--- config.mk ---
export PLATFORM = sky130hd
export DESIGN_NAME = jittered_interval_generator_core
export DESIGN_NICKNAME = d
export VERILOG_FILES = /design/src/hdl/jig_pkg.sv /design/src/hdl/jig_mul.sv /design/src/hdl/jig_rem.sv /design/src/hdl/jittered_interval_generator_core.sv
export SDC_FILE = /design/constraint.sdc
export NUM_CORES = 2
export LEC_CHECK = 0
export BUFFER_PORTS_ARGS = -buffer_cell sky130_fd_sc_hd__buf_2
export CAP_MARGIN = 20
export CORE_MARGIN = 4
export CORE_UTILIZATION = 35
export DETAILED_ROUTE_END_ITERATION = 6
export PLACE_DENSITY = 0.57
export SYNTH_ARGS = -nofsm -noshare
export SYNTH_HDL_FRONTEND = slang
export SYNTH_SLANG_ARGS = --single-unit
export TNS_END_PERCENT = 30
--- constraint.sdc ---
create_clock -name clk_i -period 31.8 [get_ports clk_i]
set_clock_uncertainty 0.2 [all_clocks]
set_input_delay 1.59 -clock clk_i [delete_from_list [all_inputs] [get_ports clk_i]]
set_output_delay 1.59 -clock clk_i [all_outputs]
set_load 0.02 [all_outputs]
--- src/hdl/jig_pkg.sv ---
// Shared types and constants for the jittered interval generator.
`default_nettype none

package jig_pkg;

  // Generator constants.
  localparam logic [63:0] GOLDEN_GAMMA = 64'h9E37_79B9_7F4A_7C15;
  localparam logic [63:0] MIX_MUL_A    = 64'hBF58_476D_1CE4_E5B9;
  localparam logic [63:0] MIX_MUL_B    = 64'h94D0_49BB_1331_11EB;
  localparam logic [63:0] ZERO_SEED    = 64'hA5A5_5A5A_5A5A_A5A5;

  // Band and tail constants.
  localparam logic [29:0] NS_PER_SEC   = 30'd1_000_000_000;
  localparam logic [6:0]  MAX_SECONDS  = 7'd30;
  localparam logic [5:0]  MEAN_DEFAULT = 6'd5;
  localparam logic [5:0]  MEAN_LIMIT   = 6'd60;

  // Tail reduction: floor(2^61 / 1e9) estimates the quotient from the upper draw word,
  // and the multiples of 1e9 finish the remainder by compare and subtract.
  localparam logic [31:0] RECIP_NS     = 32'h8970_5F41;
  localparam logic [33:0] NS_X4        = 34'd4_000_000_000;
  localparam logic [33:0] NS_X2        = 34'd2_000_000_000;
  localparam logic [33:0] NS_X1        = 34'd1_000_000_000;

  // Register map: index of each configuration register.
  localparam logic REG_MEAN = 1'b0;
  localparam logic REG_SEED = 1'b1;

  // Sequencer states.
  typedef enum logic [3:0] {
    S_IDLE,
    S_ADV,
    S_XOR,
    S_MUL0,
    S_MUL1,
    S_MUL2,
    S_MUL3,
    S_MOD,
    S_RCP0,
    S_RCP1,
    S_RCP2,
    S_SUB,
    S_OUT
  } fsm_e;

  // Position inside the output mix of one draw.
  typedef enum logic [1:0] {
    PH_PRE,
    PH_MID,
    PH_FIN
  } mix_phase_e;

endpackage

`default_nettype wire

--- src/hdl/jig_mul.sv ---
// Shared 32x32 multiplier with a registered 64-bit product.
`default_nettype none

module jig_mul (
  input  logic        clk_i,
  input  logic [31:0] a_i,
  input  logic [31:0] b_i,
  output logic [63:0] p_o
);

  logic [63:0] p_q;

  always_ff @(posedge clk_i) begin
    p_q <= 64'(a_i) * 64'(b_i);
  end

  assign p_o = p_q;

endmodule

`default_nettype wire

--- src/hdl/jig_rem.sv ---
// Two restoring remainder steps, consuming two dividend bits per call.
`default_nettype none

module jig_rem (
  input  logic [29:0] rem_i,
  input  logic [1:0]  bits_i,
  input  logic [29:0] div_i,
  output logic [29:0] rem_o
);

  logic [30:0] t0;
  logic [30:0] r1;
  logic [30:0] t1;
  logic [30:0] r2;

  always_comb begin
    t0    = {rem_i, bits_i[1]};
    r1    = (t0 >= {1'b0, div_i}) ? (t0 - {1'b0, div_i}) : t0;
    t1    = {r1[29:0], bits_i[0]};
    r2    = (t1 >= {1'b0, div_i}) ? (t1 - {1'b0, div_i}) : t1;
    rem_o = r2[29:0];
  end

endmodule

`default_nettype wire

--- src/hdl/jittered_interval_generator_core.sv ---
// Top level of the jittered interval generator: sequencer, registers and APB port.
`default_nettype none

// Channel   | Direction | Handshake                  | Payload
// ----------+-----------+----------------------------+-------------------------------------
// request   | in        | in_valid_i / in_ready_o    | draw_i
// schedule  | out       | out_valid_o / out_ready_i  | wait_seconds_o, tail_nanoseconds_o
// config    | in        | APB psel/penable/pwrite    | paddr, pwdata, prdata
//
// A request transaction with draw_i set makes two draws, one for the seconds and one for
// the tail. Each draw advances the generator state, then runs the xor-shift steps and
// the two 64-bit multiplies (each built from three products on one shared 32x32
// multiplier). The seconds draw then runs the remainder unit, which retires two dividend
// bits per cycle against the band span. The tail draw is reduced modulo 1e9: a reciprocal
// multiply estimates the quotient, a second multiply takes it back out and three
// compare-and-subtract steps finish. The OUT state then loads the output register;
// in_ready_o stays low from acceptance until then, and the load waits while the previous
// schedule is still unclaimed. A request with draw_i clear is accepted and yields nothing.
// rst_ni clears the generator state (the next draw reseeds), the seed register and the
// output valid, and returns the mean register to its default; no clearing pass is needed.

module jittered_interval_generator_core (
  input  logic                clk_i,
  input  logic                rst_ni,
  // Request channel.
  input  logic                in_valid_i,
  output logic                in_ready_o,
  input  logic                draw_i,
  // Schedule channel.
  output logic                out_valid_o,
  input  logic                out_ready_i,
  output logic [4:0]          wait_seconds_o,
  output logic [29:0]         tail_nanoseconds_o,
  // Configuration port.
  input  logic                psel,
  input  logic                penable,
  input  logic                pwrite,
  input  logic [3:0]          paddr,
  input  logic [63:0]         pwdata,
  output logic [63:0]         prdata,
  output logic                pready
);

  import jig_pkg::*;

  // Configuration registers.
  logic [5:0]  mean_q;
  logic [63:0] seed_q;

  // Sequencer and datapath registers.
  fsm_e        fsm_q, fsm_d;
  mix_phase_e  phase_q, phase_d;
  logic [63:0] gen_q, gen_d;
  logic [63:0] z_q, z_d;
  logic [63:0] acc_q, acc_d;
  logic [29:0] rem_q, rem_d;
  logic [33:0] red_q, red_d;
  logic [4:0]  cnt_q, cnt_d;
  logic        draw_sel_q, draw_sel_d;
  logic [4:0]  lo_q, lo_d;
  logic [4:0]  span_q, span_d;
  logic [4:0]  secs_res_q, secs_res_d;
  logic        out_valid_q, out_valid_d;
  logic [4:0]  out_secs_q, out_secs_d;
  logic [29:0] out_tail_q, out_tail_d;

  // Band derived from the mean register.
  logic [5:0]  mean_eff;
  logic [5:0]  half;
  logic [5:0]  band_lo6;
  logic [6:0]  band_hi7;
  logic [4:0]  band_lo;
  logic [4:0]  band_span;

  // Shared units.
  logic [31:0] mul_a;
  logic [31:0] mul_b;
  logic [63:0] mul_p;
  logic [63:0] mix_const;
  logic [29:0] divisor;
  logic [29:0] rem_next;
  logic [33:0] sub_k;
  logic [63:0] seed_mix;
  logic [63:0] gen_start;

  logic        cfg_write;

  // ---------------------------------------------------------------------------------------
  // Configuration port. Registers sit at byte addresses 0 and 8; bit 3 picks the register.
  // ---------------------------------------------------------------------------------------
  assign cfg_write = psel && penable && pwrite;
  assign pready    = 1'b1;
  assign prdata    = (paddr[3] == REG_SEED) ? seed_q : {58'd0, mean_q};

  always_ff @(posedge clk_i or negedge rst_ni) begin
    if (!rst_ni) begin
      mean_q <= MEAN_DEFAULT;
      seed_q <= 64'd0;
    end else if (cfg_write) begin
      unique case (paddr[3])
        REG_MEAN: mean_q <= pwdata[5:0];
        REG_SEED: seed_q <= pwdata;
        default:  mean_q <= mean_q;
      endcase
    end
  end

  // ---------------------------------------------------------------------------------------
  // Band: mean plus or minus half the mean, clipped to 1..30. A zero mean uses the default
  // and a mean above the limit saturates. The span never exceeds 30.
  // ---------------------------------------------------------------------------------------
  always_comb begin
    mean_eff = mean_q;
    if (mean_eff == 6'd0) begin
      mean_eff = MEAN_DEFAULT;
    end
    if (mean_eff > MEAN_LIMIT) begin
      mean_eff = MEAN_LIMIT;
    end
    half = {1'b0, mean_eff[5:1]};
    if (half == 6'd0) begin
      half = 6'd1;
    end
    band_lo6 = mean_eff - half;
    if (band_lo6 == 6'd0) begin
      band_lo6 = 6'd1;
    end
    band_hi7 = {1'b0, mean_eff} + {1'b0, half};
    if (band_hi7 > MAX_SECONDS) begin
      band_hi7 = MAX_SECONDS;
    end
    if (band_hi7 < {1'b0, band_lo6}) begin
      band_hi7 = {1'b0, band_lo6};
    end
    band_lo   = band_lo6[4:0];
    band_span = band_hi7[4:0] - band_lo + 5'd1;
  end

  // ---------------------------------------------------------------------------------------
  // Shared units. The multiplier builds the low 64 bits of z * constant from three partial
  // products and also serves the tail reduction; the remainder unit reduces the seconds
  // draw two bits per cycle against the band span.
  // ---------------------------------------------------------------------------------------
  assign mix_const = (phase_q == PH_PRE) ? MIX_MUL_A : MIX_MUL_B;
  assign divisor   = {25'd0, span_q};

  always_comb begin
    unique case (fsm_q)
      S_MUL1: begin
        mul_a = z_q[63:32];
        mul_b = mix_const[31:0];
      end
      S_MUL2: begin
        mul_a = z_q[31:0];
        mul_b = mix_const[63:32];
      end
      // Quotient estimate: upper draw word times floor(2^61 / 1e9).
      S_RCP0: begin
        mul_a = z_q[63:32];
        mul_b = RECIP_NS;
      end
      // Low 32 bits of the estimate, which is the product shifted down by 29, times 1e9.
      // Its upper bits drop out modulo 2^34 because 1e9 is a multiple of four.
      S_RCP1: begin
        mul_a = mul_p[60:29];
        mul_b = {2'b00, NS_PER_SEC};
      end
      default: begin
        mul_a = z_q[31:0];
        mul_b = mix_const[31:0];
      end
    endcase
  end

  // The estimate is at most seven short, so the partial remainder stays below 8e9 and three
  // compare-and-subtract steps of 4e9, 2e9 and 1e9 bring it below 1e9.
  always_comb begin
    case (cnt_q[1:0])
      2'd0:    sub_k = NS_X4;
      2'd1:    sub_k = NS_X2;
      default: sub_k = NS_X1;
    endcase
  end

  jig_mul u_mul (
    .clk_i (clk_i),
    .a_i   (mul_a),
    .b_i   (mul_b),
    .p_o   (mul_p)
  );

  jig_rem u_rem (
    .rem_i  (rem_q),
    .bits_i (z_q[63:62]),
    .div_i  (divisor),
    .rem_o  (rem_next)
  );

  // A zero state means the generator is unseeded: it loads the seed mixed with the golden
  // constant, and the fixed constant replaces a mixed seed of zero.
  assign seed_mix  = seed_q ^ GOLDEN_GAMMA;
  assign gen_start = (gen_q != 64'd0) ? gen_q :
                     ((seed_mix == 64'd0) ? ZERO_SEED : seed_mix);

  // ---------------------------------------------------------------------------------------
  // Sequencer. Each draw walks ADV, then XOR/MUL0..MUL3 twice, then a final XOR. The first
  // draw then runs the remainder loop for the seconds, the second the tail reduction.
  // ---------------------------------------------------------------------------------------
  always_comb begin
    fsm_d       = fsm_q;
    phase_d     = phase_q;
    gen_d       = gen_q;
    z_d         = z_q;
    acc_d       = acc_q;
    rem_d       = rem_q;
    red_d       = red_q;
    cnt_d       = cnt_q;
    draw_sel_d  = draw_sel_q;
    lo_d        = lo_q;
    span_d      = span_q;
    secs_res_d  = secs_res_q;
    out_valid_d = out_valid_q;
    out_secs_d  = out_secs_q;
    out_tail_d  = out_tail_q;

    // The consumer drains the output register whenever it takes the transaction.
    if (out_valid_q && out_ready_i) begin
      out_valid_d = 1'b0;
    end

    unique case (fsm_q)
      S_IDLE: begin
        if (in_valid_i && draw_i) begin
          lo_d       = band_lo;
          span_d     = band_span;
          draw_sel_d = 1'b0;
          fsm_d      = S_ADV;
        end
      end
      S_ADV: begin
        gen_d   = gen_start + GOLDEN_GAMMA;
        phase_d = PH_PRE;
        fsm_d   = S_XOR;
      end
      S_XOR: begin
        unique case (phase_q)
          PH_PRE: begin
            z_d   = gen_q ^ (gen_q >> 30);
            fsm_d = S_MUL0;
          end
          PH_MID: begin
            z_d   = acc_q ^ (acc_q >> 27);
            fsm_d = S_MUL0;
          end
          default: begin
            z_d = acc_q ^ (acc_q >> 31);
            if (!draw_sel_q) begin
              rem_d = 30'd0;
              cnt_d = 5'd0;
              fsm_d = S_MOD;
            end else begin
              fsm_d = S_RCP0;
            end
          end
        endcase
      end
      S_MUL0: begin
        fsm_d = S_MUL1;
      end
      S_MUL1: begin
        acc_d = mul_p;
        fsm_d = S_MUL2;
      end
      S_MUL2: begin
        acc_d = {acc_q[63:32] + mul_p[31:0], acc_q[31:0]};
        fsm_d = S_MUL3;
      end
      S_MUL3: begin
        acc_d   = {acc_q[63:32] + mul_p[31:0], acc_q[31:0]};
        phase_d = (phase_q == PH_PRE) ? PH_MID : PH_FIN;
        fsm_d   = S_XOR;
      end
      S_MOD: begin
        z_d   = {z_q[61:0], 2'b00};
        rem_d = rem_next;
        cnt_d = cnt_q + 5'd1;
        if (cnt_q == 5'd31) begin
          secs_res_d = rem_next[4:0] + lo_q;
          draw_sel_d = 1'b1;
          fsm_d      = S_ADV;
        end
      end
      S_RCP0: begin
        fsm_d = S_RCP1;
      end
      S_RCP1: begin
        fsm_d = S_RCP2;
      end
      S_RCP2: begin
        red_d = z_q[33:0] - mul_p[33:0];
        cnt_d = 5'd0;
        fsm_d = S_SUB;
      end
      S_SUB: begin
        if (red_q >= sub_k) begin
          red_d = red_q - sub_k;
        end
        cnt_d = cnt_q + 5'd1;
        if (cnt_q == 5'd2) begin
          fsm_d = S_OUT;
        end
      end
      S_OUT: begin
        if (!out_valid_q || out_ready_i) begin
          out_valid_d = 1'b1;
          out_secs_d  = secs_res_q;
          out_tail_d  = red_q[29:0];
          fsm_d       = S_IDLE;
        end
      end
      default: begin
        fsm_d = S_IDLE;
      end
    endcase
  end

  // Control state, including the generator state whose zero value marks it unseeded.
  always_ff @(posedge clk_i or negedge rst_ni) begin
    if (!rst_ni) begin
      fsm_q       <= S_IDLE;
      phase_q     <= PH_PRE;
      gen_q       <= 64'd0;
      cnt_q       <= 5'd0;
      draw_sel_q  <= 1'b0;
      out_valid_q <= 1'b0;
    end else begin
      fsm_q       <= fsm_d;
      phase_q     <= phase_d;
      gen_q       <= gen_d;
      cnt_q       <= cnt_d;
      draw_sel_q  <= draw_sel_d;
      out_valid_q <= out_valid_d;
    end
  end

  // Datapath payload.
  always_ff @(posedge clk_i) begin
    z_q        <= z_d;
    acc_q      <= acc_d;
    rem_q      <= rem_d;
    red_q      <= red_d;
    lo_q       <= lo_d;
    span_q     <= span_d;
    secs_res_q <= secs_res_d;
    out_secs_q <= out_secs_d;
    out_tail_q <= out_tail_d;
  end

  assign in_ready_o         = (fsm_q == S_IDLE);
  assign out_valid_o        = out_valid_q;
  assign wait_seconds_o     = out_secs_q;
  assign tail_nanoseconds_o = out_tail_q;

endmodule

`default_nettype wire
==> impl_results.md <==
- Area Growth Syn to Fin: 8.66%
- Share of the yosys chip area belonging to registers: 20.1%
- Reg2Reg Depth: 36
- I/O pins: around 180
- DRT Pass-1 Iters: 6
- Crit Path Category: flip-flop to flip-flop
- Design area: roughly 66000 µm²
- Cells after Synth: 6721
- Num Clock Sinks: 453
- Post-CTS Hold Fix Bufs: 0
- Most frequent cells in the layout: inv_1 (1103), fa_1 (874), nand2_1 (737)
- Critical path's slowest cell: a221o_1
- FF+latch count, synth: between 400 and 500
- Final WS setup: 18.86 ns
- Startpoint types: flip-flop
- CTS tree: yes
- CP Capture Type: flip-flop
- Met1 usage: 35.8%
- Period minus WS final: 12.94 ns
- Vias/cell: 5.53
- Final nets: 8112
- Max stage delay on crit path: 0.72 ns
- Unrepaired setup endpoints after global routing: no
- Die area: roughly 180000 µm²
- Area after detailed placement: around 64000 µm²
- PostCTS Resize Cnt: 0
- Total CTS buffers: 48
- Clock H-tree levels: 2
- Status: finished clean
- Clk pin slew, worst setup/hold paths: 0.06 ns
- CORE AREA: 172000 µm²
- Final setup violation count: 0
- Worst Tran Pin Value: 1.04 ns
- Grt ovf: 0
- Largest net degree at the start of global routing: around 100
- Synthesized area: 60700 µm²
- Top FF cell, synth: edfxtp_1
- Clk Latency, worst-skew pair: 0.62 ns
- Initial core utilization: 35.3%
- Post-CTS Setup Inserts: 0
- Max Cap Violations: 0
- # DRC: 0
- Die W: roughly 420 µm
- Die Height: ~420 µm
- IO buf count: 173
- Share of the synthesized area in the top cell type: about 29%
- Number of synthesized flops with an enable pin: 242
- Met3 Usage GRT: 5.44%
- Setup WS pre-CTS: between 15 and 20 ns
- Crit path top cell by count: fa_1
- Final Max Slew Viols: 0
- Critical path origin: fsm_q[2]$_DFFE_PN0P_
- Fillers: 17500
- Ys Warns: 0
- Root Buffer: clkbuf_16
- Busiest grt layer: met2
- Worst Hold Launch: secs_res_q[3]$_DFFE_PP_
- Final Hold Viols: 0
- Critical Path RT: 32.09 ns
- Final setup TNS: 0 ns
- Hold Path Class: flip-flop to flip-flop
- Via Count: 50300
- Netlist cell types: ~120
- Initial antenna violation count: 9
- Critical Path AT: 13.23 ns
- Cell Rows: 152
- Avg Cell Area, Syn: around 9.0 µm²
- Crit share post-route: 40.7%
- Routed wire length: 231 mm
- First-pass GRT wire length: 342 mm
- Worst r2r src: fsm_q[2]$_DFFE_PN0P_
- Most common cell after layout, fill and taps aside: inv_1
- Share of post-route cells with drive strength above 1: 8.23%
- Routed length per instance: 25.4 µm
- Antenna viol nets, final: 0
- Biggest area consumer among synthesized cells: fa_1
- DP HPWL: 183 mm
- Synthesized Nets: between 8000 and 9000
- GP Congestion: 0.979
- Max_slew headroom: between 30% and 40%
- Deepest clock path buffer count: 3
- GRT Overall Usage: 25.4%
- Worst Hold Path Cells: 0
- Ys async rst share: between 30 and 40%
- Peak Freq: 77.3 MHz
- Met2 Track Usage GR: 38.1%
- CP Max Fanout: 64
- Number of global-route vias before repair: slightly above 50000
- Synth top area cells: fa_1 (29%), edfxtp_1 (12%), ha_1 (8.6%)
- Initial drt markers: between 5000 and 6000
## critical path: cells and delay by family (launching register included)
family,cells,cell delay [ns]
buffers and inverters,8,1.77
AND/OR/NAND/NOR,6,1.74
AO/OA/AOI/OAI,12,3.64
flip-flops,1,0.56
adder cells (fa/ha/maj),9,4.66
XOR/XNOR,1,0.17
## cell type report
| class | instances | area, µm² | share of cell area, % |
|---|---|---|---|
| clock inverter | 20 | 179 | 0.271 |
| timing repair buffer | 288 | 1760 | 2.67 |
| sequential | 453 | 12200 | 18.5 |
| multi-input combinational | 4848 | 43400 | 65.7 |
| tap | 2310 | 2890 | 4.38 |
| inverter | 1104 | 4140 | 6.28 |
| clock buffer | 69 | 1390 | 2.11 |
| antenna | 5 | 12.5 | 0.0190 |
## state kept, by name, summed over array words and instances (netlist names)
signal and cells:
gen_q 64, mean_q 6, fsm_q 4, lo_q 5, rem_q 30, out_valid_o 1, span_q 5, draw_sel_q 1
acc_q 64, u_mul.p_o 64, z_q 64, red_q 34, secs_res_q 5, wait_seconds_o 5, tail_nanoseconds_o 30, seed_q 64
cnt_q 5, phase_q 2
## synth_stat cells (all sizes together), types with 9 or more instances
cell type and number:
a31oi 62, a211oi 50, xnor2 168, nand3 62, a221oi 34, nor3 130
a22oi 15, dfrtp 145, o211ai 12, or2 25, a21oi 273, nor2 658
xor2 138, o22ai 16, o21ai 300, nor4 44, and3 45, nand4 45
inv 1103, and2 110, o22a 9, edfxtp 242, dfxtp 64, nand2 742
o31ai 22, or3 22, mux2i 19, a211o 11, buf 34, nor2b 44
nand2b 31, nor3b 17, o21a 38, mux2 77, o21bai 27, clkbuf 282
nor4b 12, a21boi 14, a221o 38, a21o 92, or4 14, fa 874
ha 419, a41oi 9
## worst paths after layout
path / slack, ns / end
max: 18.86 / u_mul.p_o[62]$_DFF_P_
min: 0.22 / wait_seconds_o[3]$_DFFE_PP_
max reg2reg: 18.86 / u_mul.p_o[62]$_DFF_P_
min reg2reg: 0.22 / wait_seconds_o[3]$_DFFE_PP_
max in group asynchronous: 29.12 / phase_q[1]$_DFFE_PN0P_
min in group asynchronous: 0.83 / seed_q[31]$_DFFE_PN0P_
## layer usage
layer	vias to the layer above	part of all wire, %
li1	22000	-
met1	25300	43
met2	2559	43
met3	486	9.8
met4	4	4.6
met5	-	0.015
## stage by stage
| stage | hold WS, ns | instances | util, % |
|---|---|---|---|
| floorplan | 0.200 | 6721 | - |
| global placement | 0.204 | 9000 | 37.4 |
| detailed placement | 0.205 | 9002 | 37.4 |
| CTS | 0.219 | 9091 | 38.3 |
| global route | 0.225 | 9092 | 38.3 |
| finish | 0.218 | 9097 | 38.3 |
## kinds of logic (layout without fill, tap and decap cells)
family | count (synthesis) | after routing | share of synthesized area, %
AND/OR/NAND/NOR | 2036 | 2036 | 15.3
buffers and inverters | 1420 | 1481 | 8.87
adder cells (fa/ha/maj) | 1293 | 1293 | 37.5
AO/OA/AOI/OAI | 1115 | 1115 | 12.1
flip-flops | 453 | 453 | 20.1
XOR/XNOR | 306 | 306 | 4.41
multiplexers | 96 | 96 | 1.74
other | 2 | 7 | 0.0124
Power is not shown: default switching activity piles up to over one toggle a cycle in this logic, so the estimate is an artifact.
